--- src/sv/rmth_pkg.sv ---
// ----------------------------------------------------------------------------
// rmth_pkg: shared types, constants and helpers of the running median block
// Holds the field widths, the controller command codes, the state encoding
// and the heap ordering function.
// ----------------------------------------------------------------------------
package rmth_pkg;

  // Default number of samples the block can hold.
  localparam int unsigned CAPACITY_DEF = 1024;

  // Fixed field widths of the channels.
  localparam int unsigned SAMPLE_W = 32;
  localparam int unsigned MEDIAN_W = 33;
  localparam int unsigned COUNT_W  = 11;

  // Heap selector: the lower half is a max-heap, the upper half a min-heap.
  localparam logic HEAP_LOWER = 1'b0;
  localparam logic HEAP_UPPER = 1'b1;

  // Commands from the controller to the datapath.
  typedef enum logic [3:0] {
    OP_NONE,
    OP_LOAD,
    OP_DROP,
    OP_INSERT,
    OP_PUSH_RD,
    OP_PUSH_MOVE,
    OP_PUSH_WR,
    OP_POP_START,
    OP_POP_LAST,
    OP_POP_RD,
    OP_POP_RDL,
    OP_POP_MOVE,
    OP_POP_WR,
    OP_OUT
  } dp_op_e;

  // Controller states.
  typedef enum logic [3:0] {
    S_IDLE,
    S_DECIDE,
    S_PUSH_CHK,
    S_PUSH_CMP,
    S_PUSH_WR,
    S_REBAL,
    S_POP_LAST,
    S_POP_CHK,
    S_POP_RDL,
    S_POP_CMP,
    S_POP_WR,
    S_DONE
  } ctrl_state_e;

  // Status from the datapath to the controller.
  typedef struct packed {
    logic full;
    logic idx_zero;
    logic push_up;
    logic rebal;
    logic l_in;
    logic pop_down;
    logic out_full;
  } dp_status_t;

  // True when a belongs above b in the selected heap.
  function automatic logic ranks_above(logic signed [SAMPLE_W-1:0] a,
                                       logic signed [SAMPLE_W-1:0] b,
                                       logic is_max);
    ranks_above = is_max ? (a > b) : (a < b);
  endfunction

endpackage

--- src/sv/rmth_ctrl.sv ---
// ----------------------------------------------------------------------------
// rmth_ctrl: sequencer of the running median block
// Steps through insertion, sift-up, rebalancing pop with sift-down, and
// result hand-off, issuing one datapath command per cycle.
// ----------------------------------------------------------------------------
module rmth_ctrl
  import rmth_pkg::*;
(
  input  logic       clk_i,
  input  logic       rst_ni,
  input  logic       in_valid_i,
  output logic       in_ready_o,
  input  dp_status_t status_i,
  output dp_op_e     op_o
);

  ctrl_state_e state_q, state_d;
  logic        phase_q, phase_d;

  // State and phase registers; the phase marks the rebalancing push.
  always_ff @(posedge clk_i or negedge rst_ni) begin
    if (!rst_ni) begin
      state_q <= S_IDLE;
      phase_q <= 1'b0;
    end else begin
      state_q <= state_d;
      phase_q <= phase_d;
    end
  end

  // Next state.
  always_comb begin
    state_d = state_q;
    phase_d = phase_q;
    case (state_q)
      S_IDLE: begin
        if (in_valid_i) state_d = S_DECIDE;
      end
      S_DECIDE: begin
        phase_d = 1'b0;
        state_d = status_i.full ? S_DONE : S_PUSH_CHK;
      end
      S_PUSH_CHK: begin
        state_d = status_i.idx_zero ? S_PUSH_WR : S_PUSH_CMP;
      end
      S_PUSH_CMP: begin
        state_d = status_i.push_up ? S_PUSH_CHK : S_PUSH_WR;
      end
      S_PUSH_WR: begin
        state_d = phase_q ? S_DONE : S_REBAL;
      end
      S_REBAL: begin
        state_d = status_i.rebal ? S_POP_LAST : S_DONE;
      end
      S_POP_LAST: state_d = S_POP_CHK;
      S_POP_CHK: begin
        state_d = status_i.l_in ? S_POP_RDL : S_POP_WR;
      end
      S_POP_RDL: state_d = S_POP_CMP;
      S_POP_CMP: begin
        state_d = status_i.pop_down ? S_POP_CHK : S_POP_WR;
      end
      S_POP_WR: begin
        phase_d = 1'b1;
        state_d = S_PUSH_CHK;
      end
      S_DONE: begin
        if (!status_i.out_full) state_d = S_IDLE;
      end
      default: state_d = S_IDLE;
    endcase
  end

  // Commands to the datapath.
  always_comb begin
    op_o       = OP_NONE;
    in_ready_o = 1'b0;
    case (state_q)
      S_IDLE: begin
        in_ready_o = 1'b1;
        if (in_valid_i) op_o = OP_LOAD;
      end
      S_DECIDE:   op_o = status_i.full ? OP_DROP : OP_INSERT;
      S_PUSH_CHK: op_o = status_i.idx_zero ? OP_NONE : OP_PUSH_RD;
      S_PUSH_CMP: op_o = status_i.push_up ? OP_PUSH_MOVE : OP_NONE;
      S_PUSH_WR:  op_o = OP_PUSH_WR;
      S_REBAL:    op_o = status_i.rebal ? OP_POP_START : OP_NONE;
      S_POP_LAST: op_o = OP_POP_LAST;
      S_POP_CHK:  op_o = status_i.l_in ? OP_POP_RD : OP_NONE;
      S_POP_RDL:  op_o = OP_POP_RDL;
      S_POP_CMP:  op_o = status_i.pop_down ? OP_POP_MOVE : OP_NONE;
      S_POP_WR:   op_o = OP_POP_WR;
      S_DONE:     op_o = status_i.out_full ? OP_NONE : OP_OUT;
      default:    op_o = OP_NONE;
    endcase
  end

endmodule

--- config.mk ---
export PLATFORM = sky130hd
export DESIGN_NAME = rmth_ctrl
export DESIGN_NICKNAME = d
export VERILOG_FILES = /design/src/sv/rmth_pkg.sv /design/src/sv/rmth_ctrl.sv
export SDC_FILE = /design/constraint.sdc
export NUM_CORES = 1
export LEC_CHECK = 0
export BUFFER_PORTS_ARGS = -buffer_cell sky130_fd_sc_hd__clkbuf_2
export CAP_MARGIN = 20
export CORE_AREA = 10 10 47 49
export DETAILED_ROUTE_END_ITERATION = 10
export DIE_AREA = 0 0 57 59
export PLACE_DENSITY = 0.69
export SYNTH_ARGS = -nofsm -noshare
export SYNTH_HDL_FRONTEND = slang
export SYNTH_SLANG_ARGS = --single-unit
--- constraint.sdc ---
create_clock -name clk_i -period 1.8 [get_ports clk_i]
set_clock_uncertainty 0.05 [all_clocks]
set_input_delay 0.09 -clock clk_i [delete_from_list [all_inputs] [get_ports clk_i]]
set_output_delay 0.09 -clock clk_i [all_outputs]
set_load 0.005 [all_outputs]
# After elaboration in Yosys (flattened, before gate mapping)

Index checks and enable logic that the tools add are counted.

Equality and inequality tests: 13
Multiplexer cells: 21
Reductions and logical operators: 3

Operator list:

| cell                 | count |
|---|---|
| $pmux W4 S12         | 2 |
| $mux W4              | 9 |
| $eq A4 B3 Y1 const B | 4 |
| $eq A4 B4 Y1 const B | 4 |
| $mux W3              | 5 |
| $eq A4 B2 Y1 const B | 2 |
| $eq A4 B1 Y1 const B | 1 |
| $logic_not A4 Y1     | 1 |
| $ne A2 B2 Y1 const B | 2 |
| $mux W1              | 3 |
| $mux W2              | 1 |
| $pmux W1 S2          | 1 |
| $reduce_and A2 Y1    | 1 |
| $reduce_bool A2 Y1   | 1 |

Word-level logic and storage cells: 39
Flip-flop bits (word level): 5
Input bits: 10
Output and inout port bits: 5

# Logic depth before layout (Yosys ltp)

Gate-level depths: netlist of run 1.

Word-level depth: 3
Depth in mapped cells: 6
Mapped depth without buffers: 4

# Worst setup path after synthesis of run 1

Ideal clock, no wire load.

Path kind: reg-to-reg
Start point: reg state_q[3]
End point: reg state_q[0]
Slack: 0.411 ns
Cell stages (with the launch flop): 6
Data required time: 1.630 ns
Arrival time: 1.219 ns
Library setup time: 0.120 ns
Buffers on the path: 1
Clock period less this slack: 1.389 ns
Path through: dfrtp_1 -> buf_6 -> and2b_4 -> a221oi_2 -> nand3b_1 -> a31o_1

Longest elaborated chain between the ends: 3
Elaborated cells on any way between the ends: 16

RTL lines:

| what                                                    | RTL line        | RTL |
|---|---|---|
| start, declared                                         | rmth_ctrl.sv:17 | `ctrl_state_e state_q, state_d;` |
| start signal, assigned                                  | rmth_ctrl.sv:26 | `state_q <= state_d;` |
| $eq A4 B4 Y1 / $logic_not A4 Y1 (equally long branches) | rmth_ctrl.sv:35 | `case (state_q)` |
| $ne A2 B2 Y1 (no line)                                  | n/a             |  |
| $reduce_and A2 Y1 (no line)                             | n/a             |  |

Parallel ways exist; a longest one is shown, timed or not.
A chain may end at the register's enable or synchronous reset.

# Final worst setup path of run 1

Start point: reg state_q[1]
End point: out op_o[0]

Longest elaborated chain between the ends: 2
Elaborated cells on any way between the ends: 13

RTL lines:

| what                                 | RTL line        | RTL |
|---|---|---|
| $eq A4 B4 Y1 (tied with other cells) | rmth_ctrl.sv:78 | `case (state_q)` |
| $pmux W4 S12 *                       | rmth_ctrl.sv:78 |  |
| end, declared                        | rmth_ctrl.sv:14 | `output dp_op_e op_o` |

Mark *: on every way between the ends. The rest lies on a longest branch, timed or not.

==> impl_metrics.json, run 1 <==
{
  "drive_above_1_share_pct": 32.0,
  "hpwl_microns": 1220,
  "crit_arrival_ns": 1.58,
  "power.leakage_nw": 0.307,
  "hold_ws_ns": 0.0816,
  "syn_to_final_growth_pct": 26.4,
  "cts_root_buf": "clkbuf_4",
  "nets": 108,
  "drv_slew": 0,
  "fmax_mhz": 580,
  "layoutNonFillerInstCount": 113,
  "fin_crit_ns": 1.72,
  "critPathKind": "reg2out",
  "vdd.ir_drop.worst_mv": 0.855,
  "synth_cell_types": 31,
  "drcViolationCount": 0,
  "row_count": 14,
  "vias_per_cell": 6.04,
  "crit_slowest_cell": "dfrtp_4",
  "ant_nets": 0,
  "synth_top_area_share_pct": 22.4,
  "die_y_microns": 59,
  "syn_inst": 79,
  "setup_tns_ns": 0,
  "clk_pin_slew_ns": 0.04,
  "drt_wl_total_microns": 1700,
  "slew_headroom_pct": 77.1,
  "yosys_warnings": 0,
  "critPathCaptureType": "output port",
  "yosysSeqAreaShare_pct": 22.4,
  "dpl_worst_slack_ns": 0.175,
  "wl_per_cell_microns": 15.1,
  "ios": 15,
  "synth_edf_count": 0,
  "avgSynthCellArea_sq_um": 7.08,
  "cpPeakStageDelay_ns": 0.53,
  "grt_pass1_wl_microns": 2610,
  "power.density_nw_per_um2": 1740,
  "antenna_cells": 0,
  "async_flop_share_pct": 100,
  "worst_slack_ns": 0.0759,
  "critPathMaxFanout": 11,
  "dieArea_sq_um": 3360,
  "clock_latency_ns": 0.25,
  "floorplan.initialDensity_pct": 39.9,
  "cts.path.max_buffers": 2,
  "utilization_pct": 50.4,
  "track_usage_pct": 9.18,
  "worstPathRequired_ns": 1.66,
  "hold_class": "in2reg",
  "synth_area_leaders": "dfrtp_1, nand2_1, a21oi_1",
  "synth_top_area_cell": "dfrtp_1",
  "netlist_area_sq_um": 559,
  "tritoncts": "yes",
  "grt_overflow": 0,
  "synth_nets": 89,
  "dp_cells": 105,
  "place.gp.congestion": 0.798,
  "worst_slew_pin_slew_ns": 0.341,
  "io_buffers": 14,
  "fp.dieW_microns": 57,
  "rsz0062_at_grt": "no",
  "cts_htree_levels": 1,
  "firstDrtPassIters": 4,
  "core_area_sq_um": 1400,
  "fin_crit_sh_pct": 95.8,
  "hold_viol": 0,
  "path_cells": "and2_1 > nand3_1 > a21oi_1 > a311o_1 > clkbuf_2",
  "grt_max_degree": 19,
  "cts_sinks": 5,
  "status": "finished, final reports clean",
  "grt_pass1_vias": 602,
  "ys_ff_latch": 5,
  "maxCapViolations": 0,
  "setup_viol": 0,
  "startpoint_type": "register",
  "num_vias": 683,
  "numCtsBuffers": 3,
  "first_iter_violations": 31,
  "antenna_found_initial": 0,
  "synthFlopType": "dfrtp_1"
}
-- kinds of logic after synthesis --
family	Yosys count	share of synthesized area, %
DFF	5	22.4
AOI/OAI and AO/OA	28	34.0
buffers and inverters	11	9.84
muxes	1	1.79
and+or+nand+nor	34	32.0
-- path summary, 6_finish.rpt --
path / end / start / cells after the start / slack (ns)
max: op_o[0] / state_q[1]$_DFFE_PN0P_ / 5 / 0.08
min: state_q[1]$_DFFE_PN0P_ / status_i[2] / 2 / 0.08
max reg2reg: state_q[0]$_DFFE_PN0P_ / state_q[3]$_DFFE_PN0P_ / 5 / 0.23
min reg2reg: phase_q$_DFFE_PN0P_ / state_q[2]$_DFFE_PN0P_ / 2 / 0.55
max in group asynchronous: state_q[1]$_DFFE_PN0P_ / rst_ni / 2 / 1.39
min in group asynchronous: state_q[3]$_DFFE_PN0P_ / rst_ni / 2 / 0.14
-- cell usage after synthesis (2+ instances only) --
cell / n
nand2_1: 11
a21oi_1: 8
o21ai_0: 7
buf_2: 5
dfrtp_1: 5
nand2b_1: 5
nor2_1: 5
inv_1: 4
nand3_1: 3
a211oi_1: 2
a311o_1: 2
a31oi_1: 2
nor2b_1: 2
-- per-stage QoR --
stage               total power (W)  area, sq um
finish                      0.00123          707
global route                0.00132          707
CTS                         0.00115          673
detailed placement         0.000996          632
global placement           0.000996          632
floorplan                  0.000801          559
-- layer usage --
metal / vias up / GRT usage, % / share of wire, %
li1: 327 / - / -
met1: 312 / 11.5 / 42
met2: 41 / 14.9 / 46
met3: 3 / 2.36 / 10
met4: 0 / 3.02 / 1.1
met5: - / 0 / 0
-- sequential cells by signal, indices dropped and copies added, names as in the netlist --
name and count:
state_q 4, phase_q 1
-- where the power goes --
part / switching, W / internal (W)
combinational: 0.000403 / 0.000388
sequential: 0.000124 / 0.000177
clock: 0.0000538 / 0.0000843
-- critical path: cells and delay by family (launching register included) --
kind	cells	cell delay, ns
AO/OA/AOI/OAI	2	0.39
buffers and inverters	1	0.11
flip-flops	1	0.53
AND/OR/NAND/NOR	2	0.31
-- cell type report --
class / count / area [sq um]
multi-input combinational: 63 / 389
tap: 16 / 20.0
timing repair buffer: 21 / 125
sequential: 5 / 131
inverter: 4 / 15.0
fill: 134 / 694
clock buffer: 4 / 26.3
-- what timing repair did --
item | 4_1_cts | 5_1_grt
gates resized for setup | 3 | 4
setup endpoints to repair | 2 | 2
pin swaps | 0 | 0
hold buffers | 1 | 0
setup buffers | 0 | 3
gates cloned | 0 | 0
hold endpoints to repair | 5 | 0
-- layout by cell type (no fill, tap or decap), types with 3 or more instances in the layout --
cell type,instances
buf_4,6
clkbuf_4,3
nand3_1,3
nor2_1,4
nand2_1,11
nand2b_1,5
o21ai_0,7
clkbuf_2,14
a21oi_1,8
inv_1,4
(Power assumes the default switching activity.)
==> run 2: changes to the inputs <==
--- a/config.mk
+++ b/config.mk
@@ -10,7 +10,7 @@
 export CORE_AREA = 10 10 47 49
 export DETAILED_ROUTE_END_ITERATION = 10
 export DIE_AREA = 0 0 57 59
-export PLACE_DENSITY = 0.69
+export PLACE_DENSITY = 0.67
 export SYNTH_ARGS = -nofsm -noshare
 export SYNTH_HDL_FRONTEND = slang
 export SYNTH_SLANG_ARGS = --single-unit
==> impl_metrics.json, run 2 (synthesis results as in run 1) <==
{
  "worst_slack_ns": 0.110,
  "cts_root_buf": "clkbuf_4",
  "cts.path.max_buffers": 2,
  "worstHoldStart": "status_i[2]",
  "clock_latency_ns": 0.24,
  "firstDrtPassIters": 4,
  "power.density_nw_per_um2": 1700,
  "cp_top_family": "flip-flops",
  "cp_num_buf_inv": 1,
  "worst_hold_path.endpoint": "state_q[1]$_DFFE_PN0P_",
  "rsz0062_at_grt": "yes",
  "status": "finished, final reports clean",
  "fmax_mhz": 592,
  "stdcell_area_sq_um": 712,
  "critPathCaptureType": "output port",
  "first_iter_violations": 14,
  "path_cells": "mux2i_1 > o32ai_2 > a311o_1 > clkbuf_2",
  "place_area_sq_um": 639,
  "critPathMaxFanout": 14,
  "fin_crit_sh_pct": 93.9,
  "largest_reg_flops": 4,
  "fp.dieW_microns": 57,
  "floorplan.initialDensity_pct": 39.9,
  "rr_worst_depth": 5,
  "grt_overflow": 0,
  "hold_ws_ns": 0.111,
  "core_area_sq_um": 1400,
  "layoutNonFillerInstCount": 113,
  "worstPathRequired_ns": 1.66,
  "numCtsBuffers": 3,
  "hpwl_microns": 1260,
  "antenna_found_initial": 0,
  "slew_headroom_pct": 75.9,
  "top_regs": "state_q x4, phase_q x1",
  "setup_viol": 0,
  "r2r_start": "state_q[3]$_DFFE_PN0P_",
  "grt_pass1_wl_microns": 2680,
  "clk_pin_slew_ns": 0.04,
  "total_power_w": 0.00121,
  "cts_htree_levels": 1,
  "vias_per_cell": 5.65,
  "die_y_microns": 59,
  "maxCapViolations": 0,
  "crit_arrival_ns": 1.55,
  "r2r_end": "state_q[0]$_DFFE_PN0P_",
  "final_common_cell": "clkbuf_2",
  "startpoint_type": "register",
  "track_usage_pct": 9.72,
  "critPathKind": "reg2out",
  "row_count": 14,
  "drive_above_1_share_pct": 33.0,
  "drcViolationCount": 0,
  "dpl_worst_slack_ns": 0.198,
  "cts_sinks": 5,
  "ant_nets": 0,
  "worst_slew_pin_slew_ns": 0.358,
  "drt_wl_total_microns": 1650,
  "place.gp.congestion": 0.800,
  "dp_cells": 106,
  "syn_to_final_growth_pct": 27.3,
  "ios": 15,
  "cpPeakStageDelay_ns": 0.51,
  "reg2reg_setup_slack_ns": 0.23,
  "drv_slew": 0,
  "wl_per_cell_microns": 14.6,
  "grt_pass1_vias": 586,
  "hold_viol": 0,
  "nets": 108,
  "vdd.ir_drop.worst_mv": 0.630,
  "final_cell_mix": "clkbuf_2, nand2_1, a21oi_1",
  "antenna_cells": 0,
  "fin_crit_ns": 1.69,
  "crit_slowest_cell": "dfrtp_2",
  "num_vias": 638,
  "hold_class": "in2reg",
  "hold_depth": 2,
  "io_buffers": 14,
  "power.leakage_nw": 0.307,
  "grt_max_degree": 15,
  "largest_register": "state_q",
  "n_fill_cell": 158,
  "dieArea_sq_um": 3360,
  "tritoncts": "yes"
}
run 2: stage by stage:
| step | utilization (%) | setup TNS, ns |
|---|---|---|
| after global routing | 50.8 | -0.0160 |
| after floorplan | - | 0 |
| after detailed placement | 45.6 | 0 |
| final | 50.8 | 0 |
| after CTS | 48.2 | 0 |
| after global placement | 45.6 | 0 |
run 2: worst register-to-register path: stages (launching register included):
cell and delay, ns:
dfrtp_2 0.40, buf_4 0.16, and2b_4 0.20, a221oi_2 0.29
nand3b_1 0.12, a31o_1 0.23
run 2: layer usage:
layer | track usage (%) | wire (microns) | vias to the layer above
li1 | - | - | 322
met1 | 13.0 | 793 | 297
met2 | 13.2 | 749 | 17
met3 | 3.43 | 85 | 2
met4 | 5.03 | 25 | 0
met5 | 0 | 0 | -
run 2: layout make-up:
class                           instances  area [sq um]  area share (%)
Tap cell                               16          20.0            2.81
Multi-Input combinational cell         63           395            55.5
Timing Repair Buffer                   21           125            17.6
Inverter                                4          15.0            2.11
Sequential cell                         5           130            18.3
Clock buffer                            4          26.3            3.69
run 2: worst max-delay path by stage:
| stage | start | endpoint | cells past startpoint |
|---|---|---|---|
| finish | state_q[0]$_DFFE_PN0P_ | op_o[2] | 4 |
| global route | state_q[2]$_DFFE_PN0P_ | op_o[2] | 6 |
| CTS | state_q[0]$_DFFE_PN0P_ | op_o[2] | 4 |
| detailed placement | state_q[3]$_DFFE_PN0P_ | state_q[0]$_DFFE_PN0P_ | 5 |
| global placement | state_q[3]$_DFFE_PN0P_ | state_q[0]$_DFFE_PN0P_ | 5 |
| floorplan | state_q[3]$_DFFE_PN0P_ | state_q[0]$_DFFE_PN0P_ | 5 |
run 2: where the power goes:
group	switching, W	total, W	leakage (nW)	internal (W)
clock	0.0000446	0.000128	0.0150	0.0000837
combinational	0.000399	0.000787	0.237	0.000388
sequential	0.000121	0.000293	0.0551	0.000173
total	0.000564	0.00121	0.307	0.000645
run 2: repair_timing:
item	4_1_cts	5_1_grt
hold buffers	1	0
endpoints found under the setup margin	0	3
hold endpoints to repair	5	0
resized for setup	0	7
buffers inserted	0	2
==> run 3: changes to the inputs <==
--- a/config.mk
+++ b/config.mk
@@ -8,6 +8,7 @@
 export BUFFER_PORTS_ARGS = -buffer_cell sky130_fd_sc_hd__clkbuf_2
 export CAP_MARGIN = 20
 export CORE_AREA = 10 10 47 49
+export CTS_BUF_LIST = sky130_fd_sc_hd__clkbuf_2
 export DETAILED_ROUTE_END_ITERATION = 10
 export DIE_AREA = 0 0 57 59
 export PLACE_DENSITY = 0.67
==> constraint.sdc (replaced) <==
create_clock -name clk_i -period 1.8 [get_ports clk_i]
set_clock_uncertainty 0.05 [all_clocks]
set_input_delay 0.54 -clock clk_i [delete_from_list [all_inputs] [get_ports clk_i]]
set_output_delay 0.54 -clock clk_i [all_outputs]
set_load 0.005 [all_outputs]
==> impl_metrics.json, run 3 (synthesis results as in run 1) <==
{
  "ios": 15,
  "grt_max_degree": 13,
  "wl_per_cell_microns": 15.6,
  "critPathCaptureType": "output port",
  "antenna_found_initial": 0,
  "drive_above_1_share_pct": 50.8,
  "hold_class": "in2async",
  "floorplan.initialDensity_pct": 39.9,
  "cpPeakStageDelay_ns": 0.46,
  "antenna_cells": 0,
  "cts_hold_buf": 0,
  "place.gp.congestion": 0.859,
  "largest_register": "state_q",
  "worst_slack_ns": -0.314,
  "setup_tns_ns": -1.34,
  "power.density_nw_per_um2": 1720,
  "syn_to_final_growth_pct": 62.6,
  "ant_nets": 0,
  "cts_htree_levels": 1,
  "multi_input_area_sq_um": 429,
  "tritoncts": "yes",
  "track_usage_pct": 12.4,
  "num_vias": 784,
  "numCtsBuffers": 3,
  "clk_pin_slew_ns": 0.06,
  "drcViolationCount": 0,
  "row_count": 14,
  "largest_reg_flops": 4,
  "n_fill_cell": 122,
  "hold_viol": 0,
  "violations": "negative setup slack",
  "top_regs": "state_q x4, phase_q x1",
  "first_iter_violations": 30,
  "grt_overflow": 0,
  "dpl_worst_slack_ns": -0.247,
  "io_buffers": 14,
  "cts_sinks": 5,
  "crit_arrival_ns": 1.52,
  "status": "finished, violations left",
  "dieArea_sq_um": 3360,
  "slew_headroom_pct": 74.8,
  "drt_wl_total_microns": 2090,
  "cts_root_buf": "clkbuf_2",
  "vdd.ir_drop.worst_mv": 0.839,
  "startpoint_type": "register",
  "cts.path.max_buffers": 2,
  "maxCapViolations": 0,
  "fin_crit_sh_pct": 117,
  "rsz0062_at_grt": "yes",
  "worstPathRequired_ns": 1.21,
  "power.leakage_nw": 0.425,
  "critPathMaxFanout": 7,
  "total_power_w": 0.00156,
  "hold_ws_ns": 0.0534,
  "firstDrtPassIters": 4,
  "critPathKind": "reg2out",
  "worst_slew_pin_slew_ns": 0.374,
  "stdcell_area_sq_um": 910,
  "path_cells": "buf_2 > buf_4 > nand2_1 > a21oi_1 > a311o_1 > clkbuf_2",
  "fp.dieW_microns": 57,
  "vias_per_cell": 5.85,
  "fmax_mhz": 473,
  "grt_pass1_vias": 768,
  "fin_crit_ns": 2.11,
  "clock_latency_ns": 0.24,
  "setup_viol": 5,
  "nets": 129,
  "place_area_sq_um": 797,
  "drv_slew": 0,
  "grt_pass1_wl_microns": 3370,
  "final_cell_mix": "buf_4, clkbuf_2, nand2_1",
  "hpwl_microns": 1550,
  "ff_latch_area_sq_um": 129,
  "core_area_sq_um": 1400,
  "crit_slowest_cell": "dfrtp_2",
  "die_y_microns": 59,
  "final_common_cell": "buf_4"
}
run 3: area by class of cell:
class,instances,share of cell area [%]
Sequential cell,5,14.2
Timing Repair Buffer,42,32.6
Clock buffer,4,2.20
Inverter,4,1.65
Tap cell,16,2.20
Multi-Input combinational cell,63,47.2
run 3: routing by layer:
layer  vias to the layer above  global-route usage, %  wire length, microns
met4                         0                   9.73                    63
met2                        47                   21.4                  1040
met5                         -                      0                     0
li1                        367                      -                     -
met1                       364                   13.0                   865
met3                         6                   2.15                   122
run 3: worst paths after layout:
check,from,end,slack (ns),depth (start not counted)
worst min register to register,phase_q$_DFFE_PN0P_,phase_q$_DFFE_PN0P_,0.53,2
min in group clk_i,phase_q$_DFFE_PN0P_,phase_q$_DFFE_PN0P_,0.53,2
worst min-delay path,rst_ni,state_q[1]$_DFFE_PN0P_,0.05,1
max in group asynchronous,rst_ni,state_q[3]$_DFFE_PN0P_,1.48,1
worst max register to register,state_q[3]$_DFFE_PN0P_,state_q[0]$_DFFE_PN0P_,0.07,7
worst max-delay path,state_q[1]$_DFFE_PN0P_,op_o[2],-0.31,6
run 3: power by group:
part / internal [W] / switching (W)
registers: 0.000171 / 0.0000912
logic: 0.000640 / 0.000548
clock network: 0.0000587 / 0.0000520
run 3: what timing repair did:
action / in CTS / in global routing
pin swaps: 5 / 4
setup buffers: 1 / 2
gates cloned: 0 / 0
setup endpoints to repair: 5 / 5
resized for setup: 19 / 6
run 3: per-stage QoR:
stage	utilization (%)	cells
CTS	63.7	132
global route	64.9	134
global placement	56.9	127
floorplan	-	79
detailed placement	56.9	127
finish	64.9	134
run 3: worst max-delay path: cells and delay by family (launching register included):
family / cells / cell delay [ns]
flip-flops: 1 / 0.46
buffers and inverters: 3 / 0.46
AO/OA/AOI/OAI: 2 / 0.31
AND/OR/NAND/NOR: 1 / 0.05
